$ cat src/hw/rtl/lp2p_pkg.sv
`default_nettype none

package lp2p_pkg;

    // sizes of the coefficient store and the result
    localparam int CoefWidth  = 32;
    localparam int PixelWidth = 12;
    localparam int CoefCount  = 28;
    localparam int ExtCount   = 16;
    localparam int IdxW       = 5;
    localparam int StoreW     = (CoefWidth < 32) ? CoefWidth : 32;

    // image size registers
    localparam int SizeW = 13;
    localparam logic [SizeW-1:0] ColsReset = 13'd640;
    localparam logic [SizeW-1:0] RowsReset = 13'd480;

    // register indexes on the configuration port
    localparam logic CfgCols = 1'b0;
    localparam logic CfgRows = 1'b1;

    // input word kinds
    localparam logic CmdProject = 1'b0;
    localparam logic CmdWrite   = 1'b1;

    // one in Q16.16
    localparam logic signed [31:0] QOne = 32'sd65536;

    // divider widths and pipeline depth
    localparam int ProdW     = 32 + SizeW + 1;
    localparam int DivW      = (ProdW > 32 + PixelWidth) ? ProdW : 32 + PixelWidth;
    localparam int DivStages = PixelWidth + 2;
    localparam int NumStages = DivStages + 9;

    // stream widths, whole bytes
    localparam int InW  = ((IdxW + 4 * 32 + 7) / 8) * 8;
    localparam int OutW = ((2 * PixelWidth + 7) / 8) * 8;

    typedef logic signed [31:0] q16_t;

    typedef struct packed {
        logic            en;
        logic [IdxW-1:0] idx;
        q16_t            value;
    } coef_wr_t;

endpackage

`default_nettype wire

$ cat src/hw/rtl/lp2p_divider.sv
`default_nettype none

module lp2p_divider (
    input  wire logic                                clk,
    input  wire logic [lp2p_pkg::DivStages-1:0]      ld,
    input  wire logic signed [lp2p_pkg::ProdW-1:0]   num,
    input  wire lp2p_pkg::q16_t                      den,
    output logic [lp2p_pkg::PixelWidth-1:0]          quot,
    output logic                                     ovf,
    output logic                                     neg
);

    localparam int PW = lp2p_pkg::PixelWidth;
    localparam int DW = lp2p_pkg::DivW;

    logic [DW-1:0] nmag_reg;
    logic [DW-1:0] dmag_reg;
    logic          neg_reg [0:PW+1];
    logic          ovf_reg [1:PW+1];
    logic [DW-1:0] rem_reg [1:PW+1];
    logic [DW-1:0] dsh_reg [1:PW+1];
    logic [PW-1:0] q_reg   [1:PW+1];
    logic [lp2p_pkg::ProdW-1:0] num_abs;
    logic [31:0]                den_abs;

    // stage one: magnitudes and sign of the quotient
    always_comb
    begin
        num_abs = num[lp2p_pkg::ProdW-1] ? (-num) : num;
        den_abs = den[31] ? (-den) : den;
    end

    always_ff @(posedge clk)
    begin
        if (ld[0])
        begin
            nmag_reg   <= DW'(num_abs);
            dmag_reg   <= DW'(den_abs);
            neg_reg[0] <= num[lp2p_pkg::ProdW-1] ^ den[31];
        end
    end

    // stage two: quotient does not fit the pixel width
    always_ff @(posedge clk)
    begin
        if (ld[1])
        begin
            ovf_reg[1] <= (nmag_reg >= (dmag_reg << PW));
            rem_reg[1] <= nmag_reg;
            dsh_reg[1] <= dmag_reg;
            q_reg[1]   <= '0;
            neg_reg[1] <= neg_reg[0];
        end
    end

    // restoring steps, one quotient bit per stage from the top
    for (genvar j = 1; j <= PW; j++)
    begin : g_step
        logic [DW-1:0] trial;
        logic          fits;

        assign trial = dsh_reg[j] << (PW - j);
        assign fits  = (rem_reg[j] >= trial);

        always_ff @(posedge clk)
        begin
            if (ld[j+1])
            begin
                rem_reg[j+1] <= fits ? (rem_reg[j] - trial) : rem_reg[j];
                q_reg[j+1]   <= q_reg[j] | (fits ? (PW'(1) << (PW - j)) : '0);
                dsh_reg[j+1] <= dsh_reg[j];
                ovf_reg[j+1] <= ovf_reg[j];
                neg_reg[j+1] <= neg_reg[j];
            end
        end
    end

    assign quot = q_reg[PW+1];
    assign ovf  = ovf_reg[PW+1];
    assign neg  = neg_reg[PW+1];

endmodule

`default_nettype wire

$ cat config.mk
export PLATFORM = sky130hd
export DESIGN_NAME = lp2p_divider
export DESIGN_NICKNAME = d
export VERILOG_FILES = /design/src/hw/rtl/lp2p_pkg.sv /design/src/hw/rtl/lp2p_divider.sv
export SDC_FILE = /design/constraint.sdc
export NUM_CORES = 2
export LEC_CHECK = 0
export BUFFER_PORTS_ARGS = -buffer_cell sky130_fd_sc_hd__buf_4
export CORE_MARGIN = 3
export CORE_UTILIZATION = 34
export CTS_CLUSTER_DIAMETER = 30
export DETAILED_ROUTE_END_ITERATION = 16
export PLACE_DENSITY = 0.53
export SLEW_MARGIN = 5
export SYNTH_ARGS = -nofsm -noshare
export SYNTH_HDL_FRONTEND = slang
export SYNTH_SLANG_ARGS = --single-unit
$ cat constraint.sdc
create_clock -name clk -period 4 [get_ports clk]
set_clock_uncertainty 0.2 [all_clocks]
set_input_delay 0.6 -clock clk [delete_from_list [all_inputs] [get_ports clk]]
set_output_delay 0.6 -clock clk [all_outputs]
set_load 0.005 [all_outputs]
==> impl_metrics.py <==
metrics = {
    "critical_path": {
        "cp_max_fo": 7,
        "crit_chain": "inv_2 > ha_4 > inv_2 > fa_2 > a211oi_2 > o21ai_2 > a221oi_4 > nor2_2 > or4_4 > a221o_1 > a221o_1 > a21oi_4 > buf_12 > mux2_4",
        "crit_slowest_cell": "or4_4",
        "worst-setup-path-type": "reg -> reg",
        "crit_family": "compound AO/OA/AOI/OAI gates",
        "end_kind": "flip-flop",
        "r2r-end": "rem_reg[0][149]$_DFFE_PP_",
        "reg2reg_depth": 14,
        "crit_path_start_kind": "flip-flop",
        "crit_path_max_incr_delay_ns": 0.43,
        "rr_startpoint": "rem_reg[0][102]$_DFFE_PP_",
        "ff2ff_setup_slack_ns": -0.14,
        "critPathArrivalTime_ns": 4.55,
        "critPathBufInv": 3,
        "required_ns": 4.41,
    },
    "final_layout": {
        "n_fill_cell": 16900,
        "final_nets": 6938,
        "final_layout_size_suffix_gt1_share_pct": 16.9,
        "largest_reg_flops": 552,
        "syn2layout_area_growth_pct": 27.8,
    },
    "power": {
        "irDropWorstVdd_mv": 0.336,
        "p_total_w": 0.0582,
        "p_leak_nw": 32.0,
        "pwr_density_cell_nw_per_um2": 731,
    },
    "die": {
        "die_h_um": 434,
        "rows": 156,
        "die_x_um": 434,
        "die_area_sq_um": 189000,
        "start_util_pct": 34.4,
        "io_pins": 107,
        "coreArea_sq_um": 182000,
    },
    "clock_tree": {
        "cts_buffers": 277,
        "cts_tree": "built",
        "h-tree-depth": 5,
        "clock_sinks": 1119,
        "clockRootBuffer": "clkbuf_16",
        "clockBufferDepth": 4,
        "clk_latency_ns": 0.88,
        "clkTransAtPathRegs_ns": 0.05,
    },
    "worst_hold_path": {
        "hold_depth": 2,
        "hold_class": "in -> reg",
        "holdPathEnd": "dsh_reg[0][120]$_DFFE_PP_",
        "min_from": "ld[2]",
    },
    "grt": {
        "grt_max_degree": 89,
        "grt_overflow": 0,
        "antenna_found_initial": 2,
        "grt_pass1_vias": 45300,
        "track_usage_pct": 15.3,
        "grt_pass1_wl_mm": 231,
    },
    "synth": {
        "yosysTopAreaCell": "edfxtp_1",
        "synth_nets": 6148,
        "ys.flop_type": "edfxtp_1",
        "synth.area.top_cells": "edfxtp_1 (54%), ha_1 (8.4%), xnor2_1 (3.9%), a21oi_1 (3.3%), inv_1 (3.1%)",
        "yosys_warnings": 0,
        "netlist-cell-type-count": 91,
        "yosysSeqAreaShare_pct": 53.9,
        "netlist_area_sq_um": 62400,
        "ys_ff_latch": 1119,
        "synth_edf_count": 1119,
        "synth_top_area_share_pct": 53.9,
        "async_flop_share_pct": 0,
        "syn_avg_cell_area_sq_um": 11.1,
        "synthCells": 5626,
    },
    "timing": {
        "setup_viol": 28,
        "timing_worst_slew_pin_value_ns": 0.818,
        "drv_slew": 0,
        "slew_headroom_pct": 45.5,
        "rsz0062_at_grt": "yes",
        "worst_slack_ns": -0.142,
        "timing.final.crit_share_pct": 104,
        "fin_crit_ns": 4.14,
        "fmax_mhz": 241,
        "hold_violations": 0,
    },
    "placed_design": {
        "post-dp-hpwl_mm": 112,
        "gp_congestion": 0.904,
        "port_buffers": 106,
        "pre_cts_ws_ns": -0.270,
    },
    "run_status": {
        "violations": "negative setup slack",
        "status": "finished with violations",
    },
    "routing": {
        "vias_per_cell": 4.89,
        "vias": 43900,
        "drc": 0,
        "initialDrtViolationCount": 1900,
        "wl_mm": 146,
        "ant_nets": 0,
        "dr.pass1.iters": 6,
        "wire_per_inst_um": 16.3,
    },
    "job": {
        "max_cap_violations": 0,
    },
}
[logic make-up (layout without fill, tap and decap cells)]
logic type	Yosys count	after routing	synth area share [%]
fa+ha+maj	429	429	8.74
simple gates	1411	1411	11.1
compound gates	1494	1495	14.9
mux	45	45	0.807
xor+xnor	452	452	6.35
flops	1119	1119	53.9
other cells	0	1	0
buf+inv	676	1651	4.20
[worst max-delay path by stage]
stage / from / endpoint / slack (ns) / cells past startpoint
6_report: rem_reg[0][102]$_DFFE_PP_ / rem_reg[0][149]$_DFFE_PP_ / -0.14 / 14
5_1_grt: rem_reg[0][102]$_DFFE_PP_ / rem_reg[0][149]$_DFFE_PP_ / -0.31 / 14
4_1_cts: rem_reg[0][102]$_DFFE_PP_ / rem_reg[0][149]$_DFFE_PP_ / -0.16 / 14
3_5_place_dp: dsh_reg[0][460]$_DFFE_PP_ / rem_reg[1][177]$_DFFE_PP_ / -0.27 / 15
3_3_place_gp: rem_reg[1][94]$_DFFE_PP_ / rem_reg[1][177]$_DFFE_PP_ / -0.23 / 16
2_1_floorplan: rem_reg[1][94]$_DFFE_PP_ / rem_reg[1][141]$_DFFE_PP_ / 0.003 / 14
[per-layer routing]
layer  vias to the layer above  track usage (%)  wire (um)
met5                         -                0          0
met4                         0             10.2       9880
met3                       481             2.48       4570
met2                       866             28.0      74800
met1                     20100             16.0      56900
li1                      22400                -          -
[area by class of cell]
cell class | count | area [sq um] | share of cell area (%)
clock buffer | 310 | 7200 | 9.04
antenna | 1 | 2.50 | 0.00314
sequential | 1119 | 33600 | 42.1
multi-input combinational | 3832 | 26700 | 33.4
timing repair buffer | 664 | 5660 | 7.10
clock inverter | 155 | 1680 | 2.11
inverter | 522 | 1960 | 2.46
tap | 2370 | 2970 | 3.72
[through the flow]
stage                     TNS, ns  util, %  instances  hold WS (ns)  cell area [sq um]
after floorplan                 0        -       5626         0.200              62400
after CTS                   -2.53     43.6       8944       0.00347              79100
after global placement      -7.99     38.0       8362         0.205              68900
after global routing        -8.44     43.9       8972        0.0248              79700
after detailed placement   -12.85     38.0       8362         0.205              68900
final                       -1.82     43.9       8973        0.0283              79700
[repair_timing]
action	in CTS	in global routing
endpoints found under the setup margin	134	213
pin swaps	5	46
hold buffers	115	0
hold endpoints to repair	130	0
gates resized for setup	21	89
gates cloned	0	5
setup buffers	2	23
[Yosys cell counts (all sizes together), types with 42 or more instances]
master and count:
edfxtp 1119, inv 522, nand2 484, o21ai 452
ha 418, a21oi 409, xnor2 278, nor2 276
a21o 206, xor2 174, clkbuf 120, nand3 96
nor3 82, nand4 73, nand2b 65, nor4 51
o31ai 49, nor2b 48, o21a 48, o21bai 46
a31oi 44, and3 44, mux2 42
[report_power, final]
group	leakage, nW	internal, W	switching [W]
combinational	16.9	0.00873	0.0104
sequential	10.8	0.0165	0.00155
clock	4.27	0.0148	0.00630
total	32.0	0.0400	0.0182
[cell usage in the layout, fill, tap and decap left out, types with 20 or more instances in the layout]
| cell | instances |
|---|---|
| a211oi_1 | 28 |
| a21o_1 | 206 |
| a21oi_1 | 398 |
| a31oi_1 | 41 |
| and2_1 | 30 |
| and3_1 | 43 |
| buf_12 | 20 |
| buf_4 | 509 |
| bufinv_16 | 32 |
| clkbuf_1 | 26 |
| clkbuf_16 | 287 |
| clkinv_1 | 35 |
| clkinv_2 | 40 |
| clkinvlp_4 | 33 |
| dlygate4sd3_1 | 115 |
| edfxtp_1 | 1119 |
| ha_1 | 416 |
| inv_1 | 513 |
| mux2_2 | 27 |
| nand2_1 | 484 |
| nand2b_1 | 64 |
| nand3_1 | 95 |
| nand4_1 | 73 |
| nor2_1 | 266 |
| nor2b_1 | 48 |
| nor3_1 | 76 |
| nor4_1 | 44 |
| o211ai_1 | 34 |
| o21a_1 | 47 |
| o21ai_0 | 354 |
| o21ai_1 | 88 |
| o21bai_1 | 46 |
| o31ai_1 | 47 |
| or3_1 | 33 |
| or4_1 | 30 |
| xnor2_1 | 277 |
| xor2_1 | 174 |
No activity file was read; power rests on OpenSTA's default activity.
