`src/hw/rtl/lp2p_pkg.sv`:
```
`default_nettype none

package lp2p_pkg;

    // sizes of the coefficient store and the result
    localparam int CoefWidth  = 32;
    localparam int PixelWidth = 12;
    localparam int CoefCount  = 28;
    localparam int ExtCount   = 16;
    localparam int IdxW       = 5;
    localparam int StoreW     = (CoefWidth < 32) ? CoefWidth : 32;

    // image size registers
    localparam int SizeW = 13;
    localparam logic [SizeW-1:0] ColsReset = 13'd640;
    localparam logic [SizeW-1:0] RowsReset = 13'd480;

    // register indexes on the configuration port
    localparam logic CfgCols = 1'b0;
    localparam logic CfgRows = 1'b1;

    // input word kinds
    localparam logic CmdProject = 1'b0;
    localparam logic CmdWrite   = 1'b1;

    // one in Q16.16
    localparam logic signed [31:0] QOne = 32'sd65536;

    // divider widths and pipeline depth
    localparam int ProdW     = 32 + SizeW + 1;
    localparam int DivW      = (ProdW > 32 + PixelWidth) ? ProdW : 32 + PixelWidth;
    localparam int DivStages = PixelWidth + 2;
    localparam int NumStages = DivStages + 9;

    // stream widths, whole bytes
    localparam int InW  = ((IdxW + 4 * 32 + 7) / 8) * 8;
    localparam int OutW = ((2 * PixelWidth + 7) / 8) * 8;

    typedef logic signed [31:0] q16_t;

    typedef struct packed {
        logic            en;
        logic [IdxW-1:0] idx;
        q16_t            value;
    } coef_wr_t;

endpackage

`default_nettype wire

```
`src/hw/rtl/lp2p_coef_table.sv`:
```
`default_nettype none

module lp2p_coef_table (
    input  wire logic               clk,
    input  wire logic               rst_n,
    input  wire lp2p_pkg::coef_wr_t wr,
    output lp2p_pkg::q16_t          coef [lp2p_pkg::CoefCount]
);

    logic [lp2p_pkg::StoreW-1:0] table_reg [lp2p_pkg::CoefCount];

    // single write port, out of range slots dropped
    always_ff @(posedge clk or negedge rst_n)
    begin
        if (!rst_n)
        begin
            for (int i = 0; i < lp2p_pkg::CoefCount; i++)
            begin
                table_reg[i] <= '0;
            end
        end
        else if (wr.en && (32'(wr.idx) < lp2p_pkg::CoefCount))
        begin
            table_reg[wr.idx] <= wr.value[lp2p_pkg::StoreW-1:0];
        end
    end

    // every entry read in parallel, sign extended
    always_comb
    begin
        for (int i = 0; i < lp2p_pkg::CoefCount; i++)
        begin
            coef[i] = 32'($signed(table_reg[i]));
        end
    end

endmodule

`default_nettype wire

```
`config.mk`:
```
export PLATFORM = sky130hd
export DESIGN_NAME = lp2p_coef_table
export DESIGN_NICKNAME = d
export VERILOG_FILES = /design/src/hw/rtl/lp2p_pkg.sv /design/src/hw/rtl/lp2p_coef_table.sv
export SDC_FILE = /design/constraint.sdc
export NUM_CORES = 1
export LEC_CHECK = 0
export BUFFER_PORTS_ARGS = -buffer_cell sky130_fd_sc_hd__buf_4
export CORE_AREA = 3 3 365 367
export CTS_CLUSTER_SIZE = 8
export DETAILED_ROUTE_END_ITERATION = 10
export DIE_AREA = 0 0 368 370
export PLACE_DENSITY_LB_ADDON = 0.2
export SLEW_MARGIN = 20
export SYNTH_ARGS = -nofsm -noshare
export SYNTH_HDL_FRONTEND = slang
export SYNTH_SLANG_ARGS = --single-unit
```
`constraint.sdc`:
```
create_clock -name clk -period 2.1 [get_ports clk]
set_input_delay 0.315 -clock clk [delete_from_list [all_inputs] [get_ports clk]]
set_output_delay 0.315 -clock clk [all_outputs]
set_load 0.01 [all_outputs]
```
==> results of run 1 <==
[worst max-delay path by stage]
stage	endpoint	slack [ps]
global route	coef[267]	300
floorplan	coef[769]	510
CTS	coef[267]	270
global placement	coef[302]	200
finish	coef[267]	360
detailed placement	coef[304]	160
[synthesized netlist by cell type, types with 6 or more instances]
cell,instances,area (um2)
dfrtp_1,896,22400
mux2_4,60,901
nor2_1,10,37.5
clkbuf_1,65,244
buf_2,80,400
mux2_1,17,191
buf_1,32,120
buf_6,6,67.6
nand2_1,13,48.8
mux2_2,819,9220
nor2b_1,6,37.5
[cell families (layout without fill, tap and decap cells)]
logic type,count (synthesis),count (layout),synth area share (%)
other,0,7,0
buffers and inverters,187,1152,2.54
DFF,896,896,66.3
muxes,896,896,30.5
and+or+nand+nor,41,41,0.692
[layer usage]
metal | vias to the layer above | routed length (um) | GRT usage [%]
met5 | - | 32 | 0
met4 | 4 | 4460 | 6.84
met3 | 195 | 10100 | 6.33
met2 | 724 | 62400 | 30.8
met1 | 11048 | 50100 | 21.7
li1 | 8887 | - | -
[where the power goes]
part	internal, mW	leakage (nW)	switching [mW]
clock	11.4	1.74	7.57
combinational	6.73	9.87	5.89
sequential	20.7	11.5	1.81
total	38.8	23.1	15.3
[area by class of cell]
| type | instances | area (um2) | area share [%] |
|---|---|---|---|
| diodes | 7 | 17.5 | 0.0374 |
| flip-flops and latches | 896 | 22400 | 47.9 |
| clock buffers | 140 | 3400 | 7.26 |
| repair buffers | 1000 | 7980 | 17.0 |
| clock inverters | 12 | 145 | 0.310 |
| multi-input cells | 937 | 10700 | 22.8 |
| well taps | 1742 | 2180 | 4.66 |
[repair_timing]
action,CTS,global route
setup endpoints to repair,0,0
hold buffers,1,0
resized for setup,0,0
endpoints found under the hold margin,766,0
==> results by group, run 1 <==
Timing
  • Hold slack final: between 150 and 200 ps
  • Final period util: 82.7%
  • Fmax: 575 MHz
  • Final Max Tran Viols: 0
  • Worst setup margin: 362 ps
  • Worst Skew: 0 ps
  • Worst Max-Slew Pin Slew: 643 ps
  • RSZ-0062 raised after global routing: false
  • Clock period minus worst slack: 1740 ps
  • Final Hold Vio Count: 0
  • Relative slew slack: 57.1%
  • Sum of negative setup slack: 0 ps
  • Final setup violation count: 0

Worst setup path
  • Crit path depth: 1
  • Critical path's top delay family: flip-flops
  • CP endpoint kind: output port
  • Worst-path cell chain: buf_4
  • Buf/Inv on CP: 1
  • Setup crit start kind: register
  • Slowest cell on the critical path: dfrtp_1
  • Arr. time, crit path: about 1400 ps
  • Peak per-stage delay on the critical path: approximately 490 ps
  • Critical path class: register to output port
  • Crit path from: coef[267]
  • Worst r2r path cells: 1
  • Slack of the worst reg-to-reg path: 1210 ps
  • Worst r2r dst: coef[267]
  • Critical path peak fanout: 2
  • Critical R2R Launch: coef[267]
  • CP required: 1780 ps

Pwr
  • Total power: about 54 mW
  • VDD IR-drop max: 743 uV
  • PwrDens: 1150 nW/um2
  • Lkg Pwr: 23.1 nW

Placement
  • Placed instance area: between 40,000 and 50,000 um2
  • Post-DP HPWL: 87.4 mm
  • GP Congestion: 0.723
  • # port buffers: between 900 and 1,000
  • Setup slack after placement: 157 ps
  • Cell Count Post-Placement: 4,574

Clocking
  • TritonCTS clock tree: done
  • Worst-Skew Late Latency: 730 ps
  • Root Buffer: clkbuf_16
  • CTS max path bufs: 3
  • Worst-path clk slew: 50 ps
  • Post-CTS setup buffer count: 0
  • CTS Buf Count: ~130
  • CTS Sinks: 896
  • Clock H-tree levels: 4

Synth
  • Top FF cell, synth: dfrtp_1
  • Post-Syn Area: roughly 34,000 um2
  • Number of synthesized flops with an enable pin: 0
  • Post-synth ARST share: 100%
  • Mean post-synth cell area: 16.7 um2
  • Seq cells post-synth: 896
  • Syn_nets: 2,060
  • Synth warnings: 0
  • Gate Count Post-Synth: 2,020
  • Synth unique cells: 18
  • Post-synthesis sequential area ratio: 66.3%

Drt
  • Vias: 20,858
  • # DRC: 0
  • DRT iter0 DRCs: about 990
  • Final wirelength: 127 mm
  • WL/cell: about 27 um
  • DR vias/cell: 4.41
  • 1st-pass router iterations: 5
  • Post-route ant nets: 0

Finish
  • Post-Layout Cell Count: approximately 4,700
  • Most common cell after layout, fill and taps aside: buf_4
  • Fill cell count: roughly 13,000
  • Final Util: 36.1%
  • Max FFs per register: between 800 and 900
  • Design area: 46,800 um2
  • Nets: 3,006
  • Share of cells above drive strength 1: 68.9%
  • Most frequent cells in the layout: 961 x buf_4, 896 x dfrtp_1, 819 x mux2_2
  • Area Growth Syn to Fin: 38.4%

Die
  • Starting Density: 26.1%
  • Site Rows: around 130
  • Die Y: 370 um
  • Die width: 368 um
  • Die Footprint: ~140,000 um2
  • Ports: about 940
  • Core outline area: 130,000 um2

Global route
  • Total track usage: about 18%
  • Vias in the first global route: 22,083
  • Initial antenna violation count: 20
  • GR Overflow Total: 0
  • Largest net degree at the start of global routing: 104
  • First-pass GRT wire length: approximately 180 mm

Run
  • Max cap viols: 0

Hold path
  • Worst Hold Class: primary input to asynchronous set/reset pin

Status
  • Run status: complete, no violations
Note: power is estimated with default switching activity, not from simulation.
==> run 2, diff against run 1 <==
--- a/config.mk
+++ b/config.mk
@@ -6,10 +6,10 @@
 export NUM_CORES = 1
 export LEC_CHECK = 0
 export BUFFER_PORTS_ARGS = -buffer_cell sky130_fd_sc_hd__buf_4
-export CORE_AREA = 3 3 365 367
+export CORE_AREA = 3 3 368 370
 export CTS_CLUSTER_SIZE = 8
 export DETAILED_ROUTE_END_ITERATION = 10
-export DIE_AREA = 0 0 368 370
+export DIE_AREA = 0 0 371 373
 export PLACE_DENSITY_LB_ADDON = 0.2
 export SLEW_MARGIN = 20
 export SYNTH_ARGS = -nofsm -noshare
==> constraint.sdc (replaced) <==
create_clock -name clk -period 1.6 [get_ports clk]
set_input_delay 0.24 -clock clk [delete_from_list [all_inputs] [get_ports clk]]
set_output_delay 0.24 -clock clk [all_outputs]
set_load 0.01 [all_outputs]
==> run 2 against run 1 <==
  * Clock power increased by 32%
  * Via count increased by 0.99%
  * Sequential power increased by 31%
  * Critical path type unchanged
  * Largest cell class unchanged
  * Die area increased by 1.6%
  * Register-to-register slack got worse by 530 ps
==> results by group, run 2 (synthesized netlist as in run 1, its figures left out) <==
Status
  • Run status: complete, no violations

Placement
  • Setup slack after placement: -166 ps (-323 ps)
  • Cell Count Post-Placement: 4,649 (+1.6%)
  • Post-DP HPWL: 90.5 mm (+3.5%)
  • # port buffers: 935 (unchanged)
  • GP Congestion: 0.742 (+2.6%)

Global route
  • GR Overflow Total: 0 (unchanged)
  • Total track usage: 18.4% (about the same)
  • Vias in the first global route: 22,502 (+1.9%)
  • Initial antenna violation count: 17 (-15%)
  • Largest net degree at the start of global routing: 72 (-31%)
  • First-pass GRT wire length: 180 mm (+1.3%)

Worst setup path
  • Setup crit start kind: register
  • Slack of the worst reg-to-reg path: 680 ps (-530 ps)
  • Worst r2r path cells: 2 (+1)
  • Crit path from: coef[236]
  • Critical path class: register to output port
  • Critical Path End: coef[236]
  • Worst r2r dst: coef[228]
  • Slowest cell on the critical path: dfrtp_1
  • Buf/Inv on CP: 1 (unchanged)
  • Arr. time, crit path: 1290 ps (-130 ps)
  • Critical path peak fanout: 2 (unchanged)
  • Critical path's top delay family: flip-flops
  • Critical R2R Launch: coef[228]
  • CP endpoint kind: output port
  • Crit path depth: 1 (unchanged)
  • CP required: 1360 ps (-420 ps)
  • Peak per-stage delay on the critical path: 410 ps (-80 ps)
  • Worst-path cell chain: buf_6

Finish
  • Most frequent cells in the layout: 965 x buf_4, 896 x dfrtp_1, 819 x mux2_2
  • Final Util: 35.9% (-0.12 points)
  • Post-Layout Cell Count: 4,823 (+1.9%)
  • Most common cell after layout, fill and taps aside: buf_4
  • FF+latch area: 22,400 um2 (unchanged)
  • Share of cells above drive strength 1: 69.5% (+0.58 points)
  • Max FFs per register: 896 (unchanged)
  • Multi-input logic area: 10,700 um2 (unchanged)
  • Area Growth Syn to Fin: 41.3%
  • Nets: 3,063 (+1.9%)
  • Fill cell count: 12,909 (+1.8%)

Pwr
  • PwrDens: 1490 nW/um2 (+29%)
  • Lkg Pwr: 23.5 nW (+1.9%)
  • Switching share of power: 28.4% (+0.12 points)
  • Comb pwr share: 23.5% (about the same)
  • Net Switching: 20.2 mW (+32%)
  • Power share of the clock group: 35.0% (about the same)
  • Reg power frac: 41.4% (-0.2 points)
  • Int Pwr: 51.0 mW (+32%)
  • VDD IR-drop max: 885 uV (+19%)

Timing
  • Clock period minus worst slack: 1530 ps
  • Final period util: 95.6%
  • Worst setup margin: 71.0 ps (-291 ps)
  • Relative slew slack: 58.9% (+1.8 points)
  • RSZ-0062 raised after global routing: true
  • Worst Max-Slew Pin Slew: 616 ps (-27.5 ps)
  • Final Max Tran Viols: 0 (unchanged)
  • Sum of negative setup slack: 0 ps (unchanged)
  • Final Hold Vio Count: 0 (unchanged)
  • Fmax: 654 MHz
  • Worst Skew: 0 ps (unchanged)
  • Final setup violation count: 0 (unchanged)

Drt
  • # DRC: 0 (unchanged)
  • DRT iter0 DRCs: 819 (-17%)
  • Final wirelength: 129 mm (+1.4%)
  • DR vias/cell: 4.37 (-0.88%)
  • 1st-pass router iterations: 4 (-1)
  • WL/cell: 26.7 um (-0.49%)
  • Post-route ant nets: 0 (unchanged)
  • Vias: 21,064 (+0.99%)

Run
  • Max cap viols: 0 (unchanged)

Clocking
  • TritonCTS clock tree: done
  • Worst-path clk slew: 50 ps (about the same)
  • Worst-Skew Late Latency: 740 ps (about the same)
  • CTS max path bufs: 3 (unchanged)
  • CTS Sinks: 896 (unchanged)
  • Clock H-tree levels: 4 (unchanged)
  • CTS Buf Count: 131 (unchanged)
  • Root Buffer: clkbuf_16

Die
  • Die Footprint: 138,000 um2 (+1.6%)
  • Starting Density: 25.4% (-0.62 points)
  • Die width: 371 um (+0.82%)
  • Core outline area: 133,000 um2 (+2.4%)
  • Site Rows: 134 (+1.5%)
  • Die Y: 373 um (+0.81%)
  • Ports: 936 (unchanged)

Hold path
  • Worst Hold Class: primary input to register
## run 2: metrics by stage
step	area (um2)	hold slack, ps	power (mW)
2_1_floorplan	33800	-55.6	36.0
3_3_place_gp	44000	239	46.7
3_5_place_dp	44000	242	46.9
4_1_cts	47700	30.2	72.5
5_1_grt	47800	53.3	74.7
6_report	47800	81.1	71.3
## run 2: worst reg2reg max path, stage by stage (launching register included)
cell and delay (ps):
dfrtp_1 410, buf_4 150, mux2_4 240
## run 2: area by class of cell
cell class | count | area share [%]
Tap cell | 1768 | 4.63
Sequential cell | 896 | 46.9
Timing Repair Buffer | 1057 | 18.5
Multi-Input combinational cell | 937 | 22.3
Clock inverter | 16 | 0.607
Clock buffer | 136 | 6.94
Antenna cell | 13 | 0.0681
## run 2: worst min path at each step
stage / startpoint / end / slack [ps] / depth (start not counted)
final: wr[2] / coef[258] / 80 / 2
after global placement: rst_n / coef[619] / 240 / 1
after detailed placement: rst_n / coef[619] / 240 / 1
after CTS: wr[2] / coef[258] / 30 / 2
after floorplan: rst_n / coef[0] / -60 / 0
after global routing: wr[2] / coef[258] / 50 / 2
## run 2: routing by layer
layer,vias up,track usage [%],part of all wire [%]
met5,-,0,0
met4,0,7.20,3.6
met3,194,6.49,8.5
met2,751,30.9,49
met1,11115,21.3,39
li1,9004,-,-
## run 2: power groups by stage
stage | registers, mW | clock network (mW) | logic, mW
6_report | 29.5 | 25.0 | 16.8
5_1_grt | 30.1 | 26.8 | 17.8
4_1_cts | 29.5 | 25.8 | 17.1
3_5_place_dp | 29.8 | 0 | 17.1
3_3_place_gp | 29.7 | 0 | 17.0
2_1_floorplan | 31.7 | 0 | 4.32
## run 2: timing repair
action	in CTS	in global routing
pin swaps	0	0
resized for setup	14	10
endpoints found under the hold margin	757	0
hold buffers	3	0
endpoints found under the setup margin	16	15
buffers inserted	3	3
==> run 3, diff against run 2 <==
--- a/config.mk
+++ b/config.mk
@@ -7,9 +7,11 @@
 export LEC_CHECK = 0
 export BUFFER_PORTS_ARGS = -buffer_cell sky130_fd_sc_hd__buf_4
 export CORE_AREA = 3 3 368 370
+export CTS_BUF_LIST = sky130_fd_sc_hd__clkbuf_8
 export CTS_CLUSTER_SIZE = 8
 export DETAILED_ROUTE_END_ITERATION = 10
 export DIE_AREA = 0 0 371 373
+export GPL_ROUTABILITY_DRIVEN = 1
 export PLACE_DENSITY_LB_ADDON = 0.2
 export SLEW_MARGIN = 20
 export SYNTH_ARGS = -nofsm -noshare
==> constraint.sdc (replaced) <==
create_clock -name clk -period 1.3 [get_ports clk]
set_input_delay 0.195 -clock clk [delete_from_list [all_inputs] [get_ports clk]]
set_output_delay 0.195 -clock clk [all_outputs]
set_load 0.01 [all_outputs]
==> run 3 against run 2 <==
  * The flow now finishes with violations (setup timing)
  * Critical path type unchanged
  * Non-clock buffer count rose by 265
  * Clock skew did not move
  * Cell count rose by 7.9%
  * First-iteration DRC count fell by 3.4%
  * Routed wire length rose by 6.2%
  * Design area rose by 11%
  * Setup slack got worse by 410 ps
  * Sequential share of layout area fell by 4.7 points
  * Highest routed layer is now met5
  * Via count rose by 6.8%
  * Clock power rose by 5%
  * Global-route usage rose by 1.0 points
  * Critical path depth did not move
==> results by group, run 3 (synthesized netlist as in run 1, its figures left out) <==
Timing
  • Clock period minus worst slack: between 1500 and 2000 ps
  • Relative slew slack: 40.6% (-18 points)
  • Fmax: ~610 MHz
  • Final setup violation count: 918 (+918)
  • Worst setup margin: -334 ps (-405 ps)
  • Final period util: 126%
  • Worst Skew: 0 ps (unchanged)
  • RSZ-0062 raised after global routing: true
  • Final Max Tran Viols: 0 (unchanged)
  • Worst Max-Slew Pin Slew: 889 ps (+273 ps)
  • Final Hold Vio Count: 0 (unchanged)

Pwr
  • PwrDens: 1690 nW/um2 (+13%)
  • Int Pwr: 63.5 mW (+24%)
  • Power share of the clock group: 29.3% (-5.7 points)
  • Lkg Pwr: 26.0 nW (+11%)
  • Reg power frac: 41.6% (+0.2 points)
  • Switching share of power: 29.3% (+0.94 points)
  • Total power: 89.9 mW (+26%)
  • Comb pwr share: 29.1% (+5.6 points)
  • VDD IR-drop max: 940 uV (+6.2%)
  • Net Switching: 26.3 mW (+30%)

Die
  • Core outline area: 133,000 um2 (unchanged)
  • Site Rows: 134 (unchanged)
  • Starting Density: 25.4% (unchanged)
  • Die width: 371 um (unchanged)
  • Die Y: 373 um (unchanged)
  • Die Footprint: 138,000 um2 (unchanged)
  • Ports: 936 (unchanged)

Clocking
  • CTS Buf Count: 163 (+24%)
  • Root Buffer: clkbuf_8
  • Worst-path clk slew: 60 ps (about the same)
  • Worst-Skew Late Latency: 840 ps (+100 ps)
  • CTS max path bufs: 3 (unchanged)
  • CTS Sinks: 896 (unchanged)
  • TritonCTS clock tree: done
  • Clock H-tree levels: 4 (unchanged)

Finish
  • Share of cells above drive strength 1: 70.8% (+1.3 points)
  • Most frequent cells in the layout: 897 x buf_6, 896 x dfrtp_1, 780 x mux2_2
  • Most common cell after layout, fill and taps aside: buf_6
  • Fill cell count: 12,597 (-2.4%)
  • Area Growth Syn to Fin: 57.1%
  • Post-Layout Cell Count: 5,205 (+7.9%)
  • Max FFs per register: 896 (unchanged)
  • Final Util: 40.0% (+4.0 points)
  • Nets: 3,360 (+9.7%)

Hold path
  • Hold EP: coef[786]
  • Hold Startpoint: wr[34]
  • Worst Hold Class: primary input to register
  • Hold path depth: 5 (+3)

Drt
  • # DRC: 0 (unchanged)
  • Vias: 22,500 (+6.8%)
  • Top layer in use: met5
  • Final wirelength: 137 mm (+6.2%)
  • 1st-pass router iterations: 4 (unchanged)
  • WL met2: 66.3 mm (+5.0%)
  • WL/cell: 26.3 um (-1.6%)
  • Post-route ant nets: 0 (unchanged)
  • DRT iter0 DRCs: 791 (-3.4%)
  • DR vias/cell: 4.32 (-1.0%)
  • DR WL met3: 11.6 mm (+6.0%)
  • Metal-1 WL: 54.1 mm (+8.3%)

Placement
  • Setup slack after placement: -475 ps (-309 ps)
  • Post-DP HPWL: 92.0 mm (+1.7%)
  • # port buffers: 935 (unchanged)
  • GP Congestion: 0.728 (-2.0%)
  • Cell Count Post-Placement: 4,672 (+0.49%)

Global route
  • GR Overflow Total: 0 (unchanged)
  • Total track usage: 19.4% (+1.0 points)
  • Vias in the first global route: 23,861 (+6.0%)
  • First-pass GRT wire length: 190 mm (+5.9%)
  • Largest net degree at the start of global routing: 80 (+11%)
  • Initial antenna violation count: 12 (-5)

Worst setup path
  • Slowest cell on the critical path: dfrtp_1
  • Critical path peak fanout: 2 (unchanged)
  • CP required: 1110 ps (-250 ps)
  • Peak per-stage delay on the critical path: 430 ps (+20 ps)
  • Slack of the worst reg-to-reg path: 280 ps (-400 ps)
  • Critical path's top delay family: flip-flops
  • Critical path class: register to output port
  • Critical R2R Launch: coef[273]
  • Setup crit start kind: register
  • Arr. time, crit path: 1440 ps (+150 ps)
  • Worst-path cell chain: buf_6
  • Buf/Inv on CP: 1 (unchanged)
  • Worst r2r path cells: 3 (+1)
  • CP endpoint kind: output port
  • Worst r2r dst: coef[273]

Run
  • Max cap viols: 0 (unchanged)

Status
  • Run status: complete, but fails checks
  • Failing checks: setup timing
run 3: changes by cell type in the layout (fill, tap and decap cells not counted), sizes merged, moves of 2 or more:
cell and delta:
buf +227, dlymetal6s4s +2, clkinvlp +3, diode -11, dlygate4sd3 +33, inv +59
clkbuf +67
run 3: per-stage QoR:
stage / area (um2) / hold WS, ps / setup TNS [ps]
2_1_floorplan: 34200 / -101 / -25800
3_3_place_gp: 44600 / 304 / -308320
3_5_place_dp: 44600 / 301 / -312210
4_1_cts: 52500 / -39.0 / -403150
5_1_grt: 53100 / 51.9 / -340150
6_report: 53100 / 109 / -236430
run 3: power by group through the flow:
stage | combinational, mW | clock [mW] | sequential [mW]
after global placement | 21.3 | 0 | 36.6
after floorplan | 5.55 | 0 | 39.0
final | 26.2 | 26.3 | 37.4
after global routing | 27.6 | 28.5 | 38.0
after detailed placement | 21.3 | 0 | 36.8
after CTS | 25.9 | 27.3 | 37.3
run 3: area by class of cell:
type	instances	area, um2	share of cell area (%)
clock inverter	79	393	0.739
timing repair buffer	1322	14400	27.1
antenna	2	5.00	0.00942
sequential	896	22400	42.2
multi-input combinational	937	10900	20.5
tap	1768	2210	4.16
clock buffer	201	2770	5.21
run 3: routing by layer:
layer,global-route usage (%),up-vias
met5,0,-
met4,7.26,6
met3,7.57,217
met1,22.7,11810
met2,31.9,818
li1,-,9649
run 3: timing repair:
item | in CTS | in global routing
setup endpoints to repair | 896 | 1921
gates resized for setup | 896 | 9
setup buffers | 137 | 74
hold buffers | 39 | 0
hold endpoints to repair | 1772 | 0
gates cloned | 0 | 2
pin swaps | 0 | 1
run 3: worst max-delay path by stage:
stage,start,end,slack (ps),cells past startpoint
3_3_place_gp,wr[35],coef[233],-500,5
5_1_grt,coef[80],coef[80],-460,1
6_report,coef[80],coef[80],-330,1
4_1_cts,coef[80],coef[80],-490,1
3_5_place_dp,wr[33],coef[362],-470,6
2_1_floorplan,wr[35],coef[225],-130,5
